## config.mk

```make
export PLATFORM = sky130hd
export DESIGN_NAME = intel_hex_record_encoder
export DESIGN_NICKNAME = d
export VERILOG_FILES = /design/src/design/ihex_pkg.sv /design/src/design/ihex_pack.sv /design/src/design/intel_hex_record_encoder.sv
export VERILOG_INCLUDE_DIRS = /design/src /design/src/design
export SDC_FILE = /design/constraint.sdc
export NUM_CORES = 1
export LEC_CHECK = 0
export ABC_AREA = 1
export BUFFER_PORTS_ARGS = -buffer_cell sky130_fd_sc_hd__buf_2
export CORE_UTILIZATION = 40
export DETAILED_ROUTE_END_ITERATION = 6
export GPL_ROUTABILITY_DRIVEN = 0
export GPL_TIMING_DRIVEN = 0
export MAX_ROUTING_LAYER = met4
export PLACE_DENSITY = 0.62
export SYNTH_ARGS = -nofsm -noshare
export SYNTH_HDL_FRONTEND = slang
export SYNTH_SLANG_ARGS = --single-unit
```

## constraint.sdc

```tcl
create_clock -name clk_i -period 3.5 [get_ports clk_i]
set_clock_uncertainty 0.1 [all_clocks]
set_input_delay 0.35 -clock clk_i [delete_from_list [all_inputs] [get_ports clk_i]]
set_output_delay 0.35 -clock clk_i [all_outputs]
set_load 0.005 [all_outputs]
```

## src/design/assert_macros.svh

```systemverilog
// Assertion macros used by the encoder top level.
`ifndef ASSERT_MACROS_SVH
`define ASSERT_MACROS_SVH

// Checks that a condition holds at every clock edge outside reset.
`define ASSERT_ALWAYS(label, clk, rst_n, cond, msg) \
  label: assert property (@(posedge clk) disable iff (!rst_n) (cond)) else $error(msg);

// Checks that a trigger is followed by a consequence in the next cycle.
`define ASSERT_NEXT(label, clk, rst_n, trig, cons, msg) \
  label: assert property (@(posedge clk) disable iff (!rst_n) (trig) |=> (cons)) \
    else $error(msg);

`endif

```

## src/design/ihex_pkg.sv

```systemverilog
// Types, microcode table and character helpers of the Intel HEX encoder.
package ihex_pkg;

  typedef enum logic [1:0] {
    REC_SEG,
    REC_DATA,
    REC_EOF
  } rec_e;

  typedef enum logic [1:0] {
    SRC_COLON,
    SRC_HEX,
    SRC_CR,
    SRC_LF
  } src_e;

  typedef enum logic [2:0] {
    SEL_COUNT,
    SEL_ADDR_HI,
    SEL_ADDR_LO,
    SEL_TYPE,
    SEL_DATA,
    SEL_CSUM
  } sel_e;

  typedef enum logic [2:0] {
    J_NEXT,
    J_NODATA,
    J_LOOP,
    J_LF_ONLY,
    J_REC_END
  } jmp_e;

  typedef logic [3:0] upc_t;

  typedef struct packed {
    src_e src;
    sel_e sel;
    logic nib_hi;
    logic acc;
    logic clr;
    jmp_e jmp;
    upc_t target;
  } ucode_t;

  typedef struct packed {
    logic       valid;
    logic [7:0] chr;
    logic       last;
  } char_t;

  localparam upc_t UPC_START = 4'd0;
  localparam upc_t UPC_DATA  = 4'd9;
  localparam upc_t UPC_CSUM  = 4'd11;
  localparam upc_t UPC_LF    = 4'd14;

  localparam logic [7:0] CHR_COLON = 8'h3A;
  localparam logic [7:0] CHR_CR    = 8'h0D;
  localparam logic [7:0] CHR_LF    = 8'h0A;
  localparam logic [7:0] CHR_ZERO  = 8'h30;
  localparam logic [7:0] CHR_A     = 8'h41;

  localparam logic [7:0] TYPE_DATA = 8'h00;
  localparam logic [7:0] TYPE_EOF  = 8'h01;
  localparam logic [7:0] TYPE_SEG  = 8'h04;
  localparam logic [7:0] SEG_COUNT = 8'h02;

  function automatic ucode_t uword(src_e src, sel_e sel, logic nib_hi, logic acc,
                                   logic clr, jmp_e jmp, upc_t target);
    ucode_t w;
    w.src    = src;
    w.sel    = sel;
    w.nib_hi = nib_hi;
    w.acc    = acc;
    w.clr    = clr;
    w.jmp    = jmp;
    w.target = target;
    return w;
  endfunction

  // One record line: colon, count, address, type, data loop, checksum, line end.
  function automatic ucode_t ucode_rom(upc_t upc);
    ucode_t w;
    case (upc)
      4'd0:    w = uword(SRC_COLON, SEL_COUNT,   1'b0, 1'b0, 1'b1, J_NEXT,    UPC_START);
      4'd1:    w = uword(SRC_HEX,   SEL_COUNT,   1'b1, 1'b0, 1'b0, J_NEXT,    UPC_START);
      4'd2:    w = uword(SRC_HEX,   SEL_COUNT,   1'b0, 1'b1, 1'b0, J_NEXT,    UPC_START);
      4'd3:    w = uword(SRC_HEX,   SEL_ADDR_HI, 1'b1, 1'b0, 1'b0, J_NEXT,    UPC_START);
      4'd4:    w = uword(SRC_HEX,   SEL_ADDR_HI, 1'b0, 1'b1, 1'b0, J_NEXT,    UPC_START);
      4'd5:    w = uword(SRC_HEX,   SEL_ADDR_LO, 1'b1, 1'b0, 1'b0, J_NEXT,    UPC_START);
      4'd6:    w = uword(SRC_HEX,   SEL_ADDR_LO, 1'b0, 1'b1, 1'b0, J_NEXT,    UPC_START);
      4'd7:    w = uword(SRC_HEX,   SEL_TYPE,    1'b1, 1'b0, 1'b0, J_NEXT,    UPC_START);
      4'd8:    w = uword(SRC_HEX,   SEL_TYPE,    1'b0, 1'b1, 1'b0, J_NODATA,  UPC_CSUM);
      4'd9:    w = uword(SRC_HEX,   SEL_DATA,    1'b1, 1'b0, 1'b0, J_NEXT,    UPC_START);
      4'd10:   w = uword(SRC_HEX,   SEL_DATA,    1'b0, 1'b1, 1'b0, J_LOOP,    UPC_DATA);
      4'd11:   w = uword(SRC_HEX,   SEL_CSUM,    1'b1, 1'b0, 1'b0, J_NEXT,    UPC_START);
      4'd12:   w = uword(SRC_HEX,   SEL_CSUM,    1'b0, 1'b0, 1'b0, J_LF_ONLY, UPC_LF);
      4'd13:   w = uword(SRC_CR,    SEL_COUNT,   1'b0, 1'b0, 1'b0, J_NEXT,    UPC_START);
      4'd14:   w = uword(SRC_LF,    SEL_COUNT,   1'b0, 1'b0, 1'b0, J_REC_END, UPC_START);
      default: w = uword(SRC_LF,    SEL_COUNT,   1'b0, 1'b0, 1'b0, J_REC_END, UPC_START);
    endcase
    return w;
  endfunction

  function automatic logic [7:0] hex_char(logic [3:0] nib);
    logic [7:0] c;
    if (nib < 4'd10) begin
      c = CHR_ZERO + {4'd0, nib};
    end else begin
      c = CHR_A + {4'd0, nib} - 8'd10;
    end
    return c;
  endfunction

endpackage

```

## src/design/ihex_pack.sv

```systemverilog
// Packs the character stream into result transactions of one or two characters.
module ihex_pack (
  input  logic           clk_i,
  input  logic           rst_ni,
  input  ihex_pkg::char_t ch_i,
  output logic           take_o,
  output logic           out_valid_o,
  input  logic           out_stall_i,
  output logic [7:0]     char_first_o,
  output logic [7:0]     char_second_o,
  output logic [1:0]     pair_count_o,
  output logic           run_last_o
);
  import ihex_pkg::*;

  logic       hold_q, hold_d;
  logic [7:0] hold_chr_q;
  logic       out_valid_q, out_valid_d;
  logic [7:0] first_q, second_q;
  logic [1:0] count_q;
  logic       last_q;
  logic       out_free;
  logic       load;

  assign out_free = !out_valid_q || !out_stall_i;
  assign take_o   = ch_i.valid && ((!hold_q && !ch_i.last) || out_free);
  assign load     = take_o && (hold_q || ch_i.last);

  always_comb begin
    hold_d      = hold_q;
    out_valid_d = out_valid_q;
    if (out_valid_q && !out_stall_i) begin
      out_valid_d = 1'b0;
    end
    if (take_o) begin
      hold_d = !hold_q && !ch_i.last;
    end
    if (load) begin
      out_valid_d = 1'b1;
    end
  end

  always_ff @(posedge clk_i or negedge rst_ni) begin
    if (!rst_ni) begin
      hold_q      <= 1'b0;
      out_valid_q <= 1'b0;
    end else begin
      hold_q      <= hold_d;
      out_valid_q <= out_valid_d;
    end
  end

  always_ff @(posedge clk_i) begin
    if (take_o && !hold_q) begin
      hold_chr_q <= ch_i.chr;
    end
    if (load) begin
      if (hold_q) begin
        first_q  <= hold_chr_q;
        second_q <= ch_i.chr;
        count_q  <= 2'd2;
      end else begin
        first_q  <= ch_i.chr;
        second_q <= 8'd0;
        count_q  <= 2'd1;
      end
      last_q <= ch_i.last;
    end
  end

  assign out_valid_o   = out_valid_q;
  assign char_first_o  = first_q;
  assign char_second_o = second_q;
  assign pair_count_o  = count_q;
  assign run_last_o    = last_q;

endmodule

```

## src/design/intel_hex_record_encoder.sv

```systemverilog
// Top level of the Intel HEX record encoder.
// A byte that does not close a record is stored in the buffer and produces no
// result. A byte that closes a record (full buffer, end of a 64 KiB segment or
// the final byte) stalls the input while a microcoded sequencer writes the
// record text at one character per cycle while the output does not stall: a
// data record of n bytes is 11 + 2n characters plus the line end, preceded by a
// 15 character extended linear address record plus its line end when the record
// starts at address zero, and followed by the end-of-file record after the final
// byte. Characters leave in pairs; the input is taken again once the last
// character has been handed to the output register, even while that transaction
// still waits.
`include "assert_macros.svh"

module intel_hex_record_encoder #(
  parameter int RECORD_BYTES = 16
) (
  input  logic       clk_i,
  input  logic       rst_ni,
  input  logic       cfg_valid_i,
  output logic       cfg_ready_o,
  input  logic       cfg_wdata_i,
  input  logic       in_valid_i,
  output logic       in_stall_o,
  input  logic [7:0] data_byte_i,
  input  logic       image_end_i,
  output logic       out_valid_o,
  input  logic       out_stall_i,
  output logic [7:0] char_first_o,
  output logic [7:0] char_second_o,
  output logic [1:0] pair_count_o,
  output logic       run_last_o
);
  import ihex_pkg::*;

  localparam int CW = $clog2(RECORD_BYTES + 1);
  localparam int IW = (RECORD_BYTES > 1) ? $clog2(RECORD_BYTES) : 1;

  logic [7:0]    buf_q [RECORD_BYTES];
  logic          busy_q, busy_d;
  logic          last_q, last_d;
  rec_e          kind_q, kind_d;
  upc_t          upc_q, upc_d;
  logic [IW-1:0] idx_q, idx_d;
  logic [7:0]    sum_q, sum_d;
  logic [CW-1:0] fill_q, fill_d;
  logic [15:0]   addr_q, addr_d;
  logic [15:0]   seg_q, seg_d;
  logic          crlf_q;

  logic          in_accept;
  logic [CW-1:0] fill_new;
  logic [16:0]   addr_sum;
  logic          flush;
  ucode_t        uw;
  logic [7:0]    cnt_byte;
  logic [7:0]    cur_byte;
  logic [7:0]    chr;
  logic          more;
  logic          rec_done_last;
  char_t         ch;
  logic          take;

  assign cfg_ready_o = 1'b1;
  assign in_stall_o  = busy_q;
  assign in_accept   = in_valid_i && !busy_q;

  assign fill_new = fill_q + 1'b1;
  assign addr_sum = {1'b0, addr_q} + 17'(fill_new);
  assign flush    = image_end_i || (fill_new == CW'(RECORD_BYTES)) || addr_sum[16];

  assign uw = ucode_rom(upc_q);

  always_comb begin
    case (kind_q)
      REC_SEG:  cnt_byte = SEG_COUNT;
      REC_DATA: cnt_byte = 8'(fill_q);
      default:  cnt_byte = 8'd0;
    endcase
  end

  always_comb begin
    case (uw.sel)
      SEL_COUNT:   cur_byte = cnt_byte;
      SEL_ADDR_HI: cur_byte = (kind_q == REC_DATA) ? addr_q[15:8] : 8'd0;
      SEL_ADDR_LO: cur_byte = (kind_q == REC_DATA) ? addr_q[7:0] : 8'd0;
      SEL_TYPE: begin
        case (kind_q)
          REC_SEG:  cur_byte = TYPE_SEG;
          REC_DATA: cur_byte = TYPE_DATA;
          default:  cur_byte = TYPE_EOF;
        endcase
      end
      SEL_DATA: begin
        if (kind_q == REC_SEG) begin
          cur_byte = (idx_q == '0) ? seg_q[15:8] : seg_q[7:0];
        end else begin
          cur_byte = buf_q[idx_q];
        end
      end
      SEL_CSUM: cur_byte = 8'd0 - sum_q;
      default:  cur_byte = 8'd0;
    endcase
  end

  always_comb begin
    case (uw.src)
      SRC_COLON: chr = CHR_COLON;
      SRC_HEX:   chr = hex_char(uw.nib_hi ? cur_byte[7:4] : cur_byte[3:0]);
      SRC_CR:    chr = CHR_CR;
      default:   chr = CHR_LF;
    endcase
  end

  assign more          = (8'(idx_q) + 8'd1) < cnt_byte;
  assign rec_done_last = (kind_q == REC_EOF) || ((kind_q == REC_DATA) && !last_q);

  assign ch.valid = busy_q;
  assign ch.chr   = chr;
  assign ch.last  = (uw.jmp == J_REC_END) && rec_done_last;

  always_comb begin
    busy_d = busy_q;
    last_d = last_q;
    kind_d = kind_q;
    upc_d  = upc_q;
    idx_d  = idx_q;
    sum_d  = sum_q;
    fill_d = fill_q;
    addr_d = addr_q;
    seg_d  = seg_q;
    if (in_accept) begin
      fill_d = fill_new;
      if (flush) begin
        busy_d = 1'b1;
        last_d = image_end_i;
        kind_d = (addr_q == 16'd0) ? REC_SEG : REC_DATA;
        upc_d  = UPC_START;
      end
    end
    if (take) begin
      if (uw.clr) begin
        sum_d = 8'd0;
        idx_d = '0;
      end else if (uw.acc) begin
        sum_d = sum_q + cur_byte;
      end
      case (uw.jmp)
        J_NEXT:   upc_d = upc_q + 1'b1;
        J_NODATA: upc_d = (cnt_byte == 8'd0) ? uw.target : upc_q + 1'b1;
        J_LOOP: begin
          idx_d = idx_q + 1'b1;
          upc_d = more ? uw.target : upc_q + 1'b1;
        end
        J_LF_ONLY: upc_d = crlf_q ? upc_q + 1'b1 : uw.target;
        J_REC_END: begin
          upc_d = UPC_START;
          case (kind_q)
            REC_SEG: begin
              seg_d  = seg_q + 16'd1;
              kind_d = REC_DATA;
            end
            REC_DATA: begin
              addr_d = addr_q + 16'(fill_q);
              fill_d = '0;
              if (last_q) begin
                kind_d = REC_EOF;
              end else begin
                busy_d = 1'b0;
              end
            end
            default: begin
              addr_d = 16'd0;
              seg_d  = 16'd0;
              fill_d = '0;
              busy_d = 1'b0;
            end
          endcase
        end
        default: upc_d = UPC_START;
      endcase
    end
  end

  always_ff @(posedge clk_i or negedge rst_ni) begin
    if (!rst_ni) begin
      busy_q <= 1'b0;
      last_q <= 1'b0;
      kind_q <= REC_SEG;
      upc_q  <= UPC_START;
      idx_q  <= '0;
      sum_q  <= 8'd0;
      fill_q <= '0;
      addr_q <= 16'd0;
      seg_q  <= 16'd0;
      crlf_q <= 1'b0;
    end else begin
      busy_q <= busy_d;
      last_q <= last_d;
      kind_q <= kind_d;
      upc_q  <= upc_d;
      idx_q  <= idx_d;
      sum_q  <= sum_d;
      fill_q <= fill_d;
      addr_q <= addr_d;
      seg_q  <= seg_d;
      if (cfg_valid_i && cfg_ready_o) begin
        crlf_q <= cfg_wdata_i;
      end
    end
  end

  always_ff @(posedge clk_i) begin
    if (in_accept) begin
      buf_q[fill_q[IW-1:0]] <= data_byte_i;
    end
  end

  ihex_pack u_pack (
    .clk_i         (clk_i),
    .rst_ni        (rst_ni),
    .ch_i          (ch),
    .take_o        (take),
    .out_valid_o   (out_valid_o),
    .out_stall_i   (out_stall_i),
    .char_first_o  (char_first_o),
    .char_second_o (char_second_o),
    .pair_count_o  (pair_count_o),
    .run_last_o    (run_last_o)
  );

  `ASSERT_ALWAYS(a_fill_below_depth, clk_i, rst_ni, fill_q <= CW'(RECORD_BYTES), "fill overflow")
  `ASSERT_ALWAYS(a_eof_only_last, clk_i, rst_ni, !(busy_q && kind_q == REC_EOF) || last_q, "bad eof")
  `ASSERT_NEXT(a_end_starts_run, clk_i, rst_ni, in_accept && image_end_i, busy_q, "no run")
  `ASSERT_NEXT(a_stall_holds_pc, clk_i, rst_ni, busy_q && !take, $stable(upc_q), "pc moved")

endmodule

```

== Word-level counts from Yosys, hierarchy flattened ==
Memory sizes are Yosys's and may differ from the RTL's.
Cells that the tools add are included.

* Memories: 2
* Register bits after elaboration: 87
* Bits in latches: 0
* Memory bits (read-only): 240
* Word-level logic and storage cells: 133
* Bits of input ports: 15
* Output and inout port bits: 22
* RAM bits: 128

* Shifts and indexed selects: 0
* Add/subtract/negate cells: 12
* Multiplexer cells: 46
* Equality and inequality tests: 14
* Reductions and logical operators: 38
* $mul: 0
* Order comparisons: 2
* Divide/modulo/power cells: 0
* Bitwise logic cells: 2

{| class="wikitable"
|+ Memory list
! memory !! words !! width !! rd ports !! clocked after memory_dff !! wr ports !! line !! source
|-
| (name not given) || 16 || 15 || 1 || 0 || 0 || ihex_pkg.sv:84 || <nowiki>case (upc)</nowiki>
|-
| buf_q || 16 || 8 || 1 || 0 || 1 || intel_hex_record_encoder.sv:38 || <nowiki>logic [7:0] buf_q [RECORD_BYTES];</nowiki>
|}

{| class="wikitable"
|+ Operators by type and width
! operator !! count
|-
| $mux W8 || 8
|-
| $pmux W16 S2 || 2
|-
| $pmux W8 S6 || 1
|-
| $mux W4 || 9
|-
| $pmux W8 S3 || 1
|-
| $mux W5 || 4
|-
| $add A16 B5 Y17 || 1
|-
| $add A16 B1 Y16 const B || 1
|-
| $add A16 B5 Y16 || 1
|-
| $logic_not A16 Y1 || 1
|-
| $pmux W4 S4 || 1
|-
| $eq A3 B2 Y1 const B || 4
|-
| $mux W2 || 6
|-
| $mux W1 || 10
|-
| $pmux W5 S2 || 1
|-
| $reduce_bool A2 Y1 || 5
|-
| $eq A3 B3 Y1 const B || 3
|-
| $add A4 B1 Y4 const B || 2
|-
| $add A7 B4 Y8 const A || 1
|-
| $add A8 B8 Y8 || 1
|-
| $logic_and A1 B1 Y1 || 8
|-
| $logic_not A8 Y1 || 1
|-
| $lt A5 B8 Y1 || 1
|-
| $reduce_and A2 Y1 || 4
|-
| 20 further kinds || 37
|}

== Longest topological paths before layout ==
* Word-level depth: 10
* Mapped depth: 27
* Gate-level depth less buffers: 25

== By module ==
From an unflattened synthesis, not the netlist that was laid out.

* Cell total of the unflattened synthesis: 1343
* Area total of the unflattened synthesis: 11626.2 µm²

{| class="wikitable"
|+ By module, submodules not included
! module !! times used !! sequential area each (µm²) !! cells each !! area an instance (µm²)
|-
| intel_hex_record_encoder || 1 || 5295.1 || 1256 || 10511.3
|-
| ihex_pack || 1 || 860.8 || 87 || 1114.8
|}

== Worst setup path before layout ==
OpenSTA, ideal clock, no wires.

* Path type: reg-to-reg
* Start: register idx_q[0]
* End: register sum_q[6]
* Arrival: 2.976 ns
* Buffers on the path: 4
* Slack: 0.302 ns
* Clock period less this slack: 3.198 ns
* Cell stages (with the launch flop): 23
* Setup time: 0.121 ns
* Required time: 3.279 ns
* Cells stage by stage: dfrtp_1 > buf_2 > inv_2 > buf_4 > buf_4 > ha_1 > nand2_1 > clkbuf_1 > a21oi_1 > o21ai_0 > nand2_1 > nand2_1 > nand2_1 > ha_1 > fa_1 > nand3_1 > and2_1 > nor2_1 > o21ai_0 > nand2_1 > xor2_1 > nand3_1 > o21ai_1

* Cells in the longest elaborated chain, start to end: 7
* Elaborated cells between the ends (all ways): 8
* Those cells by class: add/sub (1); mux (5); reduce/logical (1); memory (1)

{| class="wikitable"
|+ RTL lines
! element !! line !! source
|-
| from (decl) || intel_hex_record_encoder.sv:43 || <nowiki>logic [IW-1:0] idx_q, idx_d;</nowiki>
|-
| from (signal assigned) || intel_hex_record_encoder.sv:201 || <nowiki>idx_q <= idx_d;</nowiki>
|-
| branches (longest 2 deep; another with $mem_v2 Z16 W8) || -- ||
|-
| $mux W8 (*) || intel_hex_record_encoder.sv:94 || <nowiki>if (kind_q == REC_SEG) begin</nowiki>
|-
| $pmux W8 S6 (*) || intel_hex_record_encoder.sv:82 || <nowiki>case (uw.sel)</nowiki>
|-
| $add A8 B8 Y8 (*) || intel_hex_record_encoder.sv:145 || <nowiki>sum_d = sum_q + cur_byte;</nowiki>
|-
| $mux W8 (*) || intel_hex_record_encoder.sv:144 || <nowiki>end else if (uw.acc) begin</nowiki>
|-
| $mux W8 (*) || intel_hex_record_encoder.sv:141 || <nowiki>if (uw.clr) begin</nowiki>
|-
| to (signal assigned) || intel_hex_record_encoder.sv:202 || <nowiki>sum_q <= sum_d;</nowiki>
|-
| to (decl) || intel_hex_record_encoder.sv:44 || <nowiki>logic [7:0] sum_q, sum_d;</nowiki>
|}

Every way passes the cells marked *. The select of a mux whose other input is x is not followed.
A chain may end at the register's enable or synchronous reset.

== Worst setup path in the final report ==
* Start: register upc_q[0]
* End: register sum_q[6]

* Cells in the longest elaborated chain, start to end: 8
* Elaborated cells between the ends (all ways): 19
* Those cells by class: add/sub (1); eq/ne (6); mux (3); reduce/logical (8); memory (1)

{| class="wikitable"
|+ RTL lines
! element !! line !! source
|-
| from (decl) || intel_hex_record_encoder.sv:42 || <nowiki>upc_t upc_q, upc_d;</nowiki>
|-
| from (signal assigned) || intel_hex_record_encoder.sv:200 || <nowiki>upc_q <= upc_d;</nowiki>
|-
| $mem_v2 Z16 W15 (*) || -- ||
|-
| branches (longest 7 deep; another with $add A8 B8 Y8) || -- ||
|}

Marks and branches as above.

==> flow_metrics.tcl <==
set metrics [dict create \
    cp_cell_sequence "clkinv_4 > ha_2 > inv_1 > nor2_2 > a21oi_4 > buf_4 > nor3_2 > nand2_1 > nand2_1 > nor2_1 > nand2_1 > ha_1 > fa_2 > nand3_1 > and2_1 > nor2_1 > o21ai_1 > nand2_1 > xor2_1 > nand3_1 > o21ai_1" \
    path_class "reg -> reg" \
    cp_data_required_time_ns 3.82 \
    fin_crit_ns 3.31 \
    period_share_pct 94.6 \
    antenna_left 0 \
    numCtsBuffers 24 \
    worst_path_largest_cell_delay_ns 0.44 \
    drive_gt1_share_pct 12.6 \
    power_uw 11700 \
    wl_per_cell_um 16.2 \
    synth_area_um2 11600 \
    clock_latency_ns 0.54 \
    crit_path_end_kind "flip-flop" \
    max_freq_mhz 302 \
    final-setup-viol-count 0 \
    crit_top_cell "nand2_1" \
    antenna_cells 0 \
    die_area_um2 29800 \
    hold_path_class "in -> reg" \
    clockBufferDepth 3 \
    path_clk_slew_ns 0.06 \
    drt_wl_total_um 30000 \
    fillCellCount 2717 \
    met3_usage_pct 2.37 \
    power_density_nw_per_um2 870 \
    drc 0 \
    grt_use_total_pct 20.7 \
    rows 62 \
    io_pins 37 \
    worst_slew_pin_slew_ns 1.08 \
    ys_types 47 \
    synth_seq_cells 212 \
    viasPerCell 5.07 \
    gr-total-overflow 0 \
    vdd_ir_drop_max_uv 412 \
    layout_common_cells "nand2_1 (382), inv_1 (163), edfxtp_1 (152)" \
    core_um2 28600 \
    crit_slowest_cell "dfrtp_2" \
    ys_seq_area_share_pct 52.1 \
    cts_root_buf "clkbuf_16" \
    critPathLaunchType "flip-flop" \
    finish.net_count 1498 \
    cts_tree "yes" \
    areaGrowthSynthToFinish_pct 15.7 \
    hpwl_um 21000 \
    hold_viol_final 0 \
    use_met1_pct 28.2 \
    die_h_um 173 \
    cap_violations 0 \
    yosys_warnings 0 \
    die_x_um 173 \
    static-leakage-power_uw 0.00595 \
    clock_sinks 212 \
    crit_family "simple AND/OR/NAND/NOR gates" \
    crit_fanout 8 \
    grt_pass1_wl_um 47700 \
    final_common_cell "nand2_1" \
    top_usage_layer "met2" \
    grt_max_degree 61 \
    drtIter0Drc 795 \
    drt-pass1-iter-count 5 \
    grt_pass1_vias 8871 \
    slew_headroom_pct 27.7 \
    arrival_ns 3.63 \
    syn_inst 1364 \
    register_area_um2 6070 \
    htree_num_levels 1 \
    drv_slew 0 \
    antenna_found_initial 0 \
    start_util_pct 40.6 \
    num_vias 9368 \
    outcome "finished clean" \
    met2_usage_pct 32.7 \
    worst-path-buf-inv 3 \
    multiInputGateArea_um2 4820 \
    syn_area_per_cell_um2 8.53 \
    tns_ns 0 \
    place.port_buffers 33 \
]
==> synth_stat cells (all sizes together) <==
cell type	instances	area (um2)
nor4	6	37.5
ha	36	450
o21ai	76	384
a31oi	1	6.26
a21boi	1	7.51
nand3b	1	7.51
a21o	1	7.51
o21bai	1	7.51
a211oi	2	25.0
clkbuf	7	26.3
xnor2	8	70.1
and2	2	15.0
nand3	118	606
o31ai	15	113
or2	1	6.26
buf	31	180
o211ai	4	30.0
nor3	27	150
edfxtp	152	4560
nand4	19	119
o22ai	6	37.5
dfrtp	60	1500
inv	177	669
o2111ai	2	17.5
a22oi	1	7.51
nand2	395	1530
fa	2	40.0
a21oi	41	216
xor2	19	166
conb	2	7.51
nor2	150	627
==> final timing paths <==
check,startpoint,to,slack (ns),depth (start not counted)
max in group asynchronous,rst_ni,upc_q[0],2.32,2
worst max-delay path,upc_q[0],sum_q[6],0.19,21
worst min-delay path,data_byte_i[5],buf_q[3][5],0.12,1
worst max register to register,upc_q[0],sum_q[6],0.19,21
worst min register to register,u_pack.out_valid_o,u_pack.out_valid_o,0.39,2
min in group asynchronous,rst_ni,sum_q[6],0.34,2
==> per-stage QoR <==
step | setup slack [ns] | area, um2 | cells | utilization, % | hold WS (ns)
after floorplan | 0.302 | 11600 | 1365 | - | -0.0456
after global placement | -0.239 | 12300 | 1782 | 42.9 | 0.382
after detailed placement | -0.247 | 12300 | 1782 | 42.9 | 0.388
after CTS | 0.00254 | 13100 | 1830 | 45.9 | 0.113
after global routing | -0.0257 | 13500 | 1847 | 47.0 | 0.122
final | 0.189 | 13500 | 1847 | 47.0 | 0.122
==> logic make-up (layout without fill, tap and decap cells) <==
group | after synthesis | in the layout | synth area share (%)
and+or+nand+nor | 719 | 719 | 26.6
buffers and inverters | 215 | 313 | 7.53
DFF | 212 | 212 | 52.1
AOI/OAI and AO/OA | 151 | 151 | 7.39
adders and majority gates | 38 | 38 | 4.22
xor gates and xnor gates | 27 | 27 | 2.03
other | 2 | 3 | 0.0646
==> sequential cells by signal, indices dropped and copies added, names as in the netlist, 2 cells and up <==
register	cells
idx_q	4
kind_q	2
sum_q	8
upc_q	4
u_pack.hold_chr_q	7
u_pack.char_second_o	7
fill_q	5
addr_q	16
u_pack.char_first_o	7
buf_q	128
seg_q	16
u_pack.pair_count_o	2
==> area by class of cell <==
cell class / instances / area share (%)
Tap cell: 384 / 3.57
Timing Repair Buffer: 56 / 2.72
Sequential cell: 212 / 45.1
Multi-Input combinational cell: 938 / 35.8
Clock buffer: 33 / 4.79
Inverter: 177 / 5.12
Clock inverter: 11 / 1.13
Buffer: 36 / 1.77
==> metal layers <==
layer  vias up  wire [um]
met4         0        776
met1      4368      13700
met2       285      13900
li1       4658          -
met3        57       1620
met5         -          0
==> worst reg2reg max path: stages, from the launching register on <==
cell	delay [ns]
dfrtp_2	0.44
clkinv_4	0.11
ha_2	0.20
inv_1	0.08
nor2_2	0.05
a21oi_4	0.32
buf_4	0.19
nor3_2	0.06
nand2_1	0.08
nand2_1	0.05
nor2_1	0.10
nand2_1	0.09
ha_1	0.22
fa_2	0.36
nand3_1	0.07
and2_1	0.16
nor2_1	0.05
o21ai_1	0.11
nand2_1	0.07
xor2_1	0.14
nand3_1	0.08
o21ai_1	0.06
==> report_power, final <==
| group | internal [uW] | total (uW) | leakage (uW) | switching (uW) |
|---|---|---|---|---|
| Sequential | 3250 | 3580 | 0.00212 | 330 |
| Clock | 1510 | 2550 | 0.000378 | 1040 |
| Combinational | 1960 | 5580 | 0.00345 | 3620 |
==> what timing repair did <==
| item | in CTS | in global routing |
|---|---|---|
| setup buffers | 0 | 18 |
| hold buffers | 5 | 0 |
| endpoints found under the hold margin | 63 | 0 |
| pin swaps | 2 | 6 |
| resized for setup | 9 | 53 |
| setup endpoints to repair | 5 | 16 |
Note: power is estimated with default switching activity, not from simulation.
